==> src/rtl/fdnbr_pkg.sv <==
// fdnbr_pkg: shared types, constants and the coefficient table for the
// FIR / DPLL / NRZI bit recovery core. No dependencies.
package fdnbr_pkg;

    localparam int STEP_W     = 15;
    localparam int STEP_RESET = 13107;
    localparam int PHASE_W    = 16;
    localparam int PROTO_TAPS = 81;
    localparam int PROTO_HALF = 40;

    // Q2.14 raised-cosine taps 0..40; tap k > 40 mirrors to 80 - k
    localparam int RC_HALF [PROTO_HALF + 1] = '{
        -321, -32, 287, 617, 939, 1232, 1474, 1645, 1727, 1708,
        1577, 1333, 979, 525, -9, -601, -1219, -1830, -2396, -2876,
        -3233, -3429, -3433, -3219, -2769, -2073, -1133, 39, 1420, 2979,
        4674, 6456, 8269, 10056, 11756, 13313, 14670, 15780, 16603, 17109,
        17280
    };

    typedef struct packed {
        logic start;
        logic issue;
        logic finish;
    } t_cmd;

    typedef struct packed {
        logic last_tap;
        logic out_free;
    } t_sts;

    // coefficient of tap k rescaled to cw - 2 fraction bits, round half up
    function automatic int coef_at(input int k, input int cw);
        int c;
        int dn;
        int up;
        int half;
        int idx;
        if (k >= PROTO_TAPS) begin
            return 0;
        end
        idx  = (k <= PROTO_HALF) ? k : (PROTO_TAPS - 1 - k);
        c    = RC_HALF[idx];
        dn   = (cw < 16) ? (16 - cw) : 0;
        up   = (cw > 16) ? (cw - 16) : 0;
        half = (dn > 0) ? (1 <<< (dn - 1)) : 0;
        return ((c + half) >>> dn) <<< up;
    endfunction

endpackage

==> src/rtl/fir_dpll_nrzi_bit_recovery_core.sv <==
// fir_dpll_nrzi_bit_recovery_core: top level, stream ports and config port.
// Depends on fdnbr_pkg, fdnbr_ctrl and fdnbr_datapath.
//
// Takes one audio sample word, filters the TAPS samples before it with a
// symmetric raised-cosine FIR, tracks bit timing with a 16-bit phase
// accumulator nudged on every sign change, and on each phase wrap emits one
// NRZI-decoded bit (1 when the slice matches the previous one). For each
// sample one multiply-accumulate walks the taps out of the delay-line
// memory, one per cycle, then the read, multiply and add registers drain
// and the phase is updated. The output register lets the next sample start
// while a bit waits; the update cycle holds only if a bit is still unclaimed.
// The delay line reads as zero until written, so no clearing pass follows
// reset.
// phase_step may be written only while the core is idle.
module fir_dpll_nrzi_bit_recovery_core
    import fdnbr_pkg::*;
#(
    parameter int TAPS         = 81,
    parameter int SAMPLE_WIDTH = 16,
    parameter int COEF_WIDTH   = 16,
    parameter int NUDGE_SHIFT  = 4,
    localparam int S_TDATA_W   = ((SAMPLE_WIDTH + 7) / 8) * 8
) (
    input  logic                 i_clk,
    input  logic                 i_rst_n,
    input  logic                 i_s_axis_tvalid,
    output logic                 o_s_axis_tready,
    input  logic [S_TDATA_W-1:0] i_s_axis_tdata,   // [SAMPLE_WIDTH-1:0] sample
    output logic                 o_m_axis_tvalid,
    input  logic                 i_m_axis_tready,
    output logic [7:0]           o_m_axis_tdata,   // [0] decoded_bit
    input  logic                 i_cfg_valid,
    output logic                 o_cfg_ready,
    input  logic [STEP_W-1:0]    i_cfg_data        // phase_step
);

    t_cmd cmd;
    t_sts sts;
    logic out_bit;

    assign o_cfg_ready    = 1'b1;
    assign o_m_axis_tdata = {7'b0, out_bit};

    fdnbr_ctrl u_ctrl (
        .i_clk      (i_clk),
        .i_rst_n    (i_rst_n),
        .i_in_valid (i_s_axis_tvalid),
        .o_in_ready (o_s_axis_tready),
        .o_cmd      (cmd),
        .i_sts      (sts)
    );

    fdnbr_datapath #(
        .TAPS         (TAPS),
        .SAMPLE_WIDTH (SAMPLE_WIDTH),
        .COEF_WIDTH   (COEF_WIDTH),
        .NUDGE_SHIFT  (NUDGE_SHIFT)
    ) u_datapath (
        .i_clk       (i_clk),
        .i_rst_n     (i_rst_n),
        .i_cmd       (cmd),
        .o_sts       (sts),
        .i_cfg_valid (i_cfg_valid),
        .i_cfg_data  (i_cfg_data),
        .i_sample    (i_s_axis_tdata[SAMPLE_WIDTH-1:0]),
        .i_out_ready (i_m_axis_tready),
        .o_out_valid (o_m_axis_tvalid),
        .o_out_bit   (out_bit)
    );

endmodule

==> src/rtl/fdnbr_ctrl.sv <==
// fdnbr_ctrl: sequencer for one sample: tap walk, pipeline drain, update.
// Depends on fdnbr_pkg.
module fdnbr_ctrl
    import fdnbr_pkg::*;
(
    input  logic i_clk,
    input  logic i_rst_n,
    input  logic i_in_valid,
    output logic o_in_ready,
    output t_cmd o_cmd,
    input  t_sts i_sts
);

    typedef enum logic [2:0] {
        ST_IDLE,
        ST_RUN,
        ST_DRAIN_A,
        ST_DRAIN_B,
        ST_FINISH
    } t_state;

    t_state r_state;
    t_state n_state;

    always_comb begin
        n_state       = r_state;
        o_cmd         = '0;
        o_in_ready    = 1'b0;
        unique case (r_state)
            ST_IDLE: begin
                o_in_ready  = 1'b1;
                o_cmd.start = i_in_valid;
                if (i_in_valid) begin
                    n_state = ST_RUN;
                end
            end
            ST_RUN: begin
                o_cmd.issue = 1'b1;
                if (i_sts.last_tap) begin
                    n_state = ST_DRAIN_A;
                end
            end
            ST_DRAIN_A: n_state = ST_DRAIN_B;
            ST_DRAIN_B: n_state = ST_FINISH;
            ST_FINISH: begin
                o_cmd.finish = i_sts.out_free;
                if (i_sts.out_free) begin
                    n_state = ST_IDLE;
                end
            end
            default: n_state = ST_IDLE;
        endcase
    end

    always_ff @(posedge i_clk) begin
        if (!i_rst_n) begin
            r_state <= ST_IDLE;
        end else begin
            r_state <= n_state;
        end
    end

endmodule

==> src/rtl/fdnbr_datapath.sv <==
// fdnbr_datapath: delay-line memory, shared MAC, phase accumulator, NRZI
// slicer and output register. Depends on fdnbr_pkg.
module fdnbr_datapath
    import fdnbr_pkg::*;
#(
    parameter int TAPS         = 81,
    parameter int SAMPLE_WIDTH = 16,
    parameter int COEF_WIDTH   = 16,
    parameter int NUDGE_SHIFT  = 4
) (
    input  logic                           i_clk,
    input  logic                           i_rst_n,
    input  t_cmd                           i_cmd,
    output t_sts                           o_sts,
    input  logic                           i_cfg_valid,
    input  logic [STEP_W-1:0]              i_cfg_data,
    input  logic signed [SAMPLE_WIDTH-1:0] i_sample,
    input  logic                           i_out_ready,
    output logic                           o_out_valid,
    output logic                           o_out_bit
);

    localparam int ADDR_W = $clog2(TAPS);
    localparam int FILL_W = $clog2(TAPS + 1);
    localparam int PROD_W = SAMPLE_WIDTH + COEF_WIDTH;
    localparam int ACC_W  = PROD_W + $clog2(TAPS);

    logic signed [SAMPLE_WIDTH-1:0] r_mem [TAPS];

    logic [STEP_W-1:0]              r_step;
    logic signed [SAMPLE_WIDTH-1:0] r_sample;
    logic [ADDR_W-1:0]              r_wr_addr;
    logic [ADDR_W-1:0]              r_rd_addr;
    logic [ADDR_W-1:0]              r_tap;
    logic [FILL_W-1:0]              r_fill;
    logic signed [SAMPLE_WIDTH-1:0] r_rd_data;
    logic                           r_rd_ok;
    logic signed [COEF_WIDTH-1:0]   r_coef;
    logic signed [PROD_W-1:0]       r_prod;
    logic                           r_v1;
    logic                           r_v2;
    logic signed [ACC_W-1:0]        r_acc;
    logic [PHASE_W-1:0]             r_phase;
    logic                           r_prev_sign;
    logic                           r_prev_slice;
    logic                           r_out_valid;
    logic                           r_out_bit;

    logic                           curr;
    logic                           emit;
    logic [PHASE_W+1:0]             n_phase;
    logic [PHASE_W+1:0]             nudge;
    logic signed [SAMPLE_WIDTH-1:0] mul_a;

    assign o_sts.last_tap = (r_tap == ADDR_W'(TAPS - 1));
    assign o_sts.out_free = !r_out_valid || i_out_ready;
    assign o_out_valid    = r_out_valid;
    assign o_out_bit      = r_out_bit;

    assign curr  = !r_acc[ACC_W-1] && (r_acc != '0);
    assign nudge = (PHASE_W + 2)'(r_step >> NUDGE_SHIFT);
    assign mul_a = r_rd_ok ? r_rd_data : '0;

    always_comb begin
        n_phase = {2'b00, r_phase};
        if (curr != r_prev_sign) begin
            if (r_phase[PHASE_W-1]) begin
                n_phase = n_phase - nudge;
            end else begin
                n_phase = n_phase + nudge;
            end
        end
        n_phase = n_phase + (PHASE_W + 2)'(r_step);
        emit    = |n_phase[PHASE_W+1:PHASE_W];
    end

    // delay line
    always_ff @(posedge i_clk) begin
        if (i_cmd.finish) begin
            r_mem[r_wr_addr] <= r_sample;
        end
        r_rd_data <= r_mem[r_rd_addr];
    end

    // MAC pipeline payload, sample latch and decoded bit
    always_ff @(posedge i_clk) begin
        if (i_cmd.start) begin
            r_sample <= i_sample;
        end
        r_rd_ok <= (FILL_W'(r_rd_addr) < r_fill);
        r_coef  <= COEF_WIDTH'(coef_at(int'(r_tap), COEF_WIDTH));
        r_prod  <= mul_a * r_coef;
        if (i_cmd.start) begin
            r_acc <= '0;
        end else if (r_v2) begin
            r_acc <= r_acc + ACC_W'(r_prod);
        end
        if (i_cmd.finish && emit) begin
            r_out_bit <= (curr == r_prev_slice);
        end
    end

    // control state
    always_ff @(posedge i_clk) begin
        if (!i_rst_n) begin
            r_step       <= STEP_W'(STEP_RESET);
            r_wr_addr    <= '0;
            r_rd_addr    <= '0;
            r_tap        <= '0;
            r_fill       <= '0;
            r_v1         <= 1'b0;
            r_v2         <= 1'b0;
            r_phase      <= '0;
            r_prev_sign  <= 1'b0;
            r_prev_slice <= 1'b0;
            r_out_valid  <= 1'b0;
        end else begin
            if (i_cfg_valid) begin
                r_step <= i_cfg_data;
            end
            r_v1 <= i_cmd.issue;
            r_v2 <= r_v1;
            if (i_cmd.start) begin
                r_rd_addr <= r_wr_addr;
                r_tap     <= '0;
            end else if (i_cmd.issue) begin
                r_rd_addr <= (r_rd_addr == ADDR_W'(TAPS - 1)) ? '0 : r_rd_addr + 1'b1;
                r_tap     <= r_tap + 1'b1;
            end
            if (i_cmd.finish && emit) begin
                r_out_valid <= 1'b1;
            end else if (i_out_ready) begin
                r_out_valid <= 1'b0;
            end
            if (i_cmd.finish) begin
                r_wr_addr   <= (r_wr_addr == ADDR_W'(TAPS - 1)) ? '0 : r_wr_addr + 1'b1;
                if (r_fill != FILL_W'(TAPS)) begin
                    r_fill <= r_fill + 1'b1;
                end
                r_prev_sign <= curr;
                r_phase     <= n_phase[PHASE_W-1:0];
                if (emit) begin
                    r_prev_slice <= curr;
                end
            end
        end
    end

endmodule

==> config.mk <==
export PLATFORM = sky130hd
export DESIGN_NAME = fir_dpll_nrzi_bit_recovery_core
export DESIGN_NICKNAME = d
export VERILOG_FILES = /design/src/rtl/fdnbr_pkg.sv /design/src/rtl/fir_dpll_nrzi_bit_recovery_core.sv /design/src/rtl/fdnbr_ctrl.sv /design/src/rtl/fdnbr_datapath.sv
export SDC_FILE = /design/constraint.sdc
export NUM_CORES = 2
export LEC_CHECK = 0
export BUFFER_PORTS_ARGS = -buffer_cell sky130_fd_sc_hd__buf_2
export CORE_ASPECT_RATIO = 1.4
export CORE_UTILIZATION = 30
export CTS_CLUSTER_SIZE = 12
export DETAILED_ROUTE_END_ITERATION = 8
export GPL_TIMING_DRIVEN = 0
export RECOVER_POWER = 25
export SETUP_SLACK_MARGIN = 0.5
export SKIP_LAST_GASP = 1
export SYNTH_ARGS = -nofsm -noshare
export SYNTH_HDL_FRONTEND = slang
export SYNTH_SLANG_ARGS = --single-unit
==> constraint.sdc <==
create_clock -name i_clk -period 15.5 [get_ports i_clk]
set_clock_uncertainty 0.15 [all_clocks]
set_input_delay 0 -clock i_clk [delete_from_list [all_inputs] [get_ports i_clk]]
set_output_delay 0 -clock i_clk [all_outputs]
set_load 0.02 [all_outputs]
==> results_dict.tcl <==
set metrics [dict create \
    outcome "finished clean" \
    grt_setup_unrepaired "false" \
    drc 0 \
    critPathKind "flip-flop to flip-flop" \
    worstSetupStartpoint "u_datapath.r_rd_ok" \
    path_max_fanout 10 \
    setup_violations 0 \
    clockBufferDepth 3 \
    overflow 0 \
    critPathArrivalTime_ns 8.76 \
    totalWireLength_um 193000 \
    clk_pin_slew_ns 0.06 \
    clk_latency_ns 0.81 \
    core_um2 234000 \
    place_hpwl_um 141000 \
    slew_headroom_pct 0.989 \
    viasPerCell 5.07 \
    report.final.slew_viol_count 0 \
    fin_cells 8022 \
    final_cell_mix "edfxtp_1 (1313), mux4_2 (404), inv_1 (338)" \
    timing.final.crit_share_pct 53.2 \
    antenna_found_initial 8 \
    cts.sinks 1484 \
    start_util_pct 30.2 \
    vdd_ir_drop_max_mv 0.268 \
    dp_cells 7685 \
    track_usage_pct 16.2 \
    worst_pin_slew_ns 1.49 \
    critPathLaunchType "flip-flop" \
    syn_area_per_cell_um2 15.9 \
    cts-root-buf "clkbuf_16" \
    power_density_nw_per_um2 164 \
    hp-start "i_cfg_valid" \
    io_pins 47 \
    cts_hold_buf 86 \
    async_flop_share_pct 0 \
    syn_area_um2 70600 \
    critPathRequiredTime_ns 16.01 \
    chipHeight_um 576 \
    htreeDepth 4 \
    row_count 210 \
    vias 40600 \
    timing.setup.tns_ns 0 \
    area_growth_pct 16.5 \
    ant_nets 0 \
    post_cts_buffers 0 \
    mostFrequentLayoutCell "edfxtp_1" \
    dr.pass1.iters 7 \
    wire_per_inst_um 24.0 \
    yosys.cell_types.count 80 \
    ys_ff_latch 1484 \
    ys_seq_area_share_pct 60.7 \
    hold_path.class "primary input to flip-flop" \
    finalNetCount 5327 \
    grt_pass1_wl_um 282000 \
    dieArea_um2 237000 \
    cts_buffers 152 \
    worst_setup_path_end_kind "flip-flop" \
    final_util_pct 35.2 \
    reg2reg_from "u_datapath.r_rd_ok" \
    first_iter_violations 3790 \
    total_power_w 0.0135 \
    maxCapViolCount 0 \
    synth_edf_count 1313 \
    drive_above_1_share_pct 17.5 \
    cts_tree "built" \
    hold_violations 0 \
    routabilityCongestion 0.911 \
    leakage_nw 28.3 \
    syn_inst 4450 \
    period_minus_slack_ns 8.25 \
    yosysWarnings 0 \
    ys.flop_type "edfxtp_1" \
    nFillCells 22000 \
    max_freq_mhz 121 \
    first_global_vias 41900 \
    die_w_um 412 \
    grt_max_degree 34 \
    io_buffers 36 \
    cts_resized 0 \
]
final timing paths:
| path | to | slack, ns | cells after the start |
|---|---|---|---|
| worst max-delay path | u_datapath.r_prod[31] | 7.25 | 23 |
| worst min register to register | u_datapath.r_v2 | 0.28 | 1 |
| worst min-delay path | u_datapath.r_step[8] | 0.06 | 3 |
| worst max register to register | u_datapath.r_prod[31] | 7.25 | 23 |
cell type report:
class                           instances  area, µm²  area share [%]
Sequential cell                      1484      42900            52.1
Multi-Input combinational cell       2404      25700            31.2
Clock buffer                          207       4070            4.95
Tap cell                             3074       3850            4.68
Timing Repair Buffer                  241       3090            3.76
Inverter                              340       1280            1.55
Buffer                                228       1010            1.23
Clock inverter                         42        405           0.493
Antenna cell                            2       5.00         0.00608
metrics by stage:
| step | area [µm²] | worst slack (ns) | hold slack (ns) |
|---|---|---|---|
| 3_5_place_dp | 77500 | 7.29 | 0.0281 |
| 6_report | 82300 | 7.25 | 0.0624 |
| 4_1_cts | 82800 | 7.25 | 0.0534 |
| 3_3_place_gp | 74700 | 7.36 | 0.0308 |
| 5_1_grt | 82200 | 6.81 | 0.0976 |
| 2_1_floorplan | 70600 | 8.83 | -0.0511 |
worst max-delay path, stage by stage (launching register included):
cell and delay (ns):
dfxtp_1 0.48, clkbuf_1 0.28, and2_1 0.32, clkbuf_1 0.46, nand2_1 0.19, inv_1 0.16, fa_1 0.56, fa_1 0.95
fa_1 0.54, fa_1 0.52, fa_1 0.50, inv_1 0.05, fa_1 0.57, inv_1 0.06, ha_1 0.36, a21oi_1 0.21
o21bai_1 0.08, a21oi_1 0.25, nand2b_1 0.10, a2bb2oi_1 0.19, a2111oi_0 0.51, o21bai_1 0.14, a21oi_1 0.19, xnor2_1 0.26
cells by family after synthesis:
kind of cell,synth area share [%]
DFF,60.7
and+or+nand+nor,5.89
buffers and inverters,3.24
AOI/OAI and AO/OA,4.46
muxes,13.7
adders and majority gates,10.6
xor gates and xnor gates,1.38
other,0.0106
registers in the layout, indices dropped and copies added, names as in the netlist:
register                 flops
u_ctrl.r_state               3
u_datapath.o_out_bit         1
u_datapath.o_out_valid       1
u_datapath.r_acc            39
u_datapath.r_coef           16
u_datapath.r_fill            7
u_datapath.r_mem          1296
u_datapath.r_phase          16
u_datapath.r_prev_sign       1
u_datapath.r_prev_slice      1
u_datapath.r_prod           32
u_datapath.r_rd_addr         7
u_datapath.r_rd_data        16
u_datapath.r_rd_ok           1
u_datapath.r_sample         16
u_datapath.r_step           15
u_datapath.r_tap             7
u_datapath.r_v1              1
u_datapath.r_v2              1
u_datapath.r_wr_addr         7
power by group:
part	total, W	internal [W]	switching [W]
Clock	0.00341	0.00189	0.00152
Sequential	0.00459	0.00450	0.0000897
Combinational	0.00551	0.00231	0.00320
Total	0.0135	0.00870	0.00482
metal layers:
metal | wire (µm) | global-route usage [%] | vias up
li1 | - | - | 17600
met1 | 72100 | 19.1 | 21100
met2 | 100000 | 28.8 | 1483
met3 | 11600 | 2.65 | 417
met4 | 8620 | 6.82 | 4
met5 | 30 | 0 | -
Yosys cell counts, types with 20 or more instances:
| cell type | number | share of area, % |
|---|---|---|
| fa_1 | 267 | 7.6 |
| clkbuf_1 | 143 | 0.76 |
| a21oi_1 | 147 | 1.0 |
| mux4_2 | 404 | 13 |
| xor2_1 | 36 | 0.45 |
| nand3_1 | 53 | 0.38 |
| edfxtp_1 | 1313 | 56 |
| a21o_1 | 38 | 0.40 |
| dfxtp_1 | 171 | 4.8 |
| nand2b_1 | 30 | 0.27 |
| o21ai_0 | 88 | 0.62 |
| a211oi_1 | 36 | 0.38 |
| o21bai_1 | 20 | 0.21 |
| a31oi_1 | 24 | 0.21 |
| xnor2_1 | 73 | 0.91 |
| o211ai_1 | 23 | 0.24 |
| and3_1 | 131 | 1.2 |
| mux2i_1 | 56 | 0.79 |
| inv_1 | 338 | 1.8 |
| ha_1 | 173 | 3.1 |
| nor3_1 | 27 | 0.19 |
| buf_2 | 41 | 0.29 |
| buf_1 | 21 | 0.11 |
| nand2_1 | 272 | 1.4 |
| nor2_1 | 273 | 1.5 |
Power figures use the tool's default switching activity.
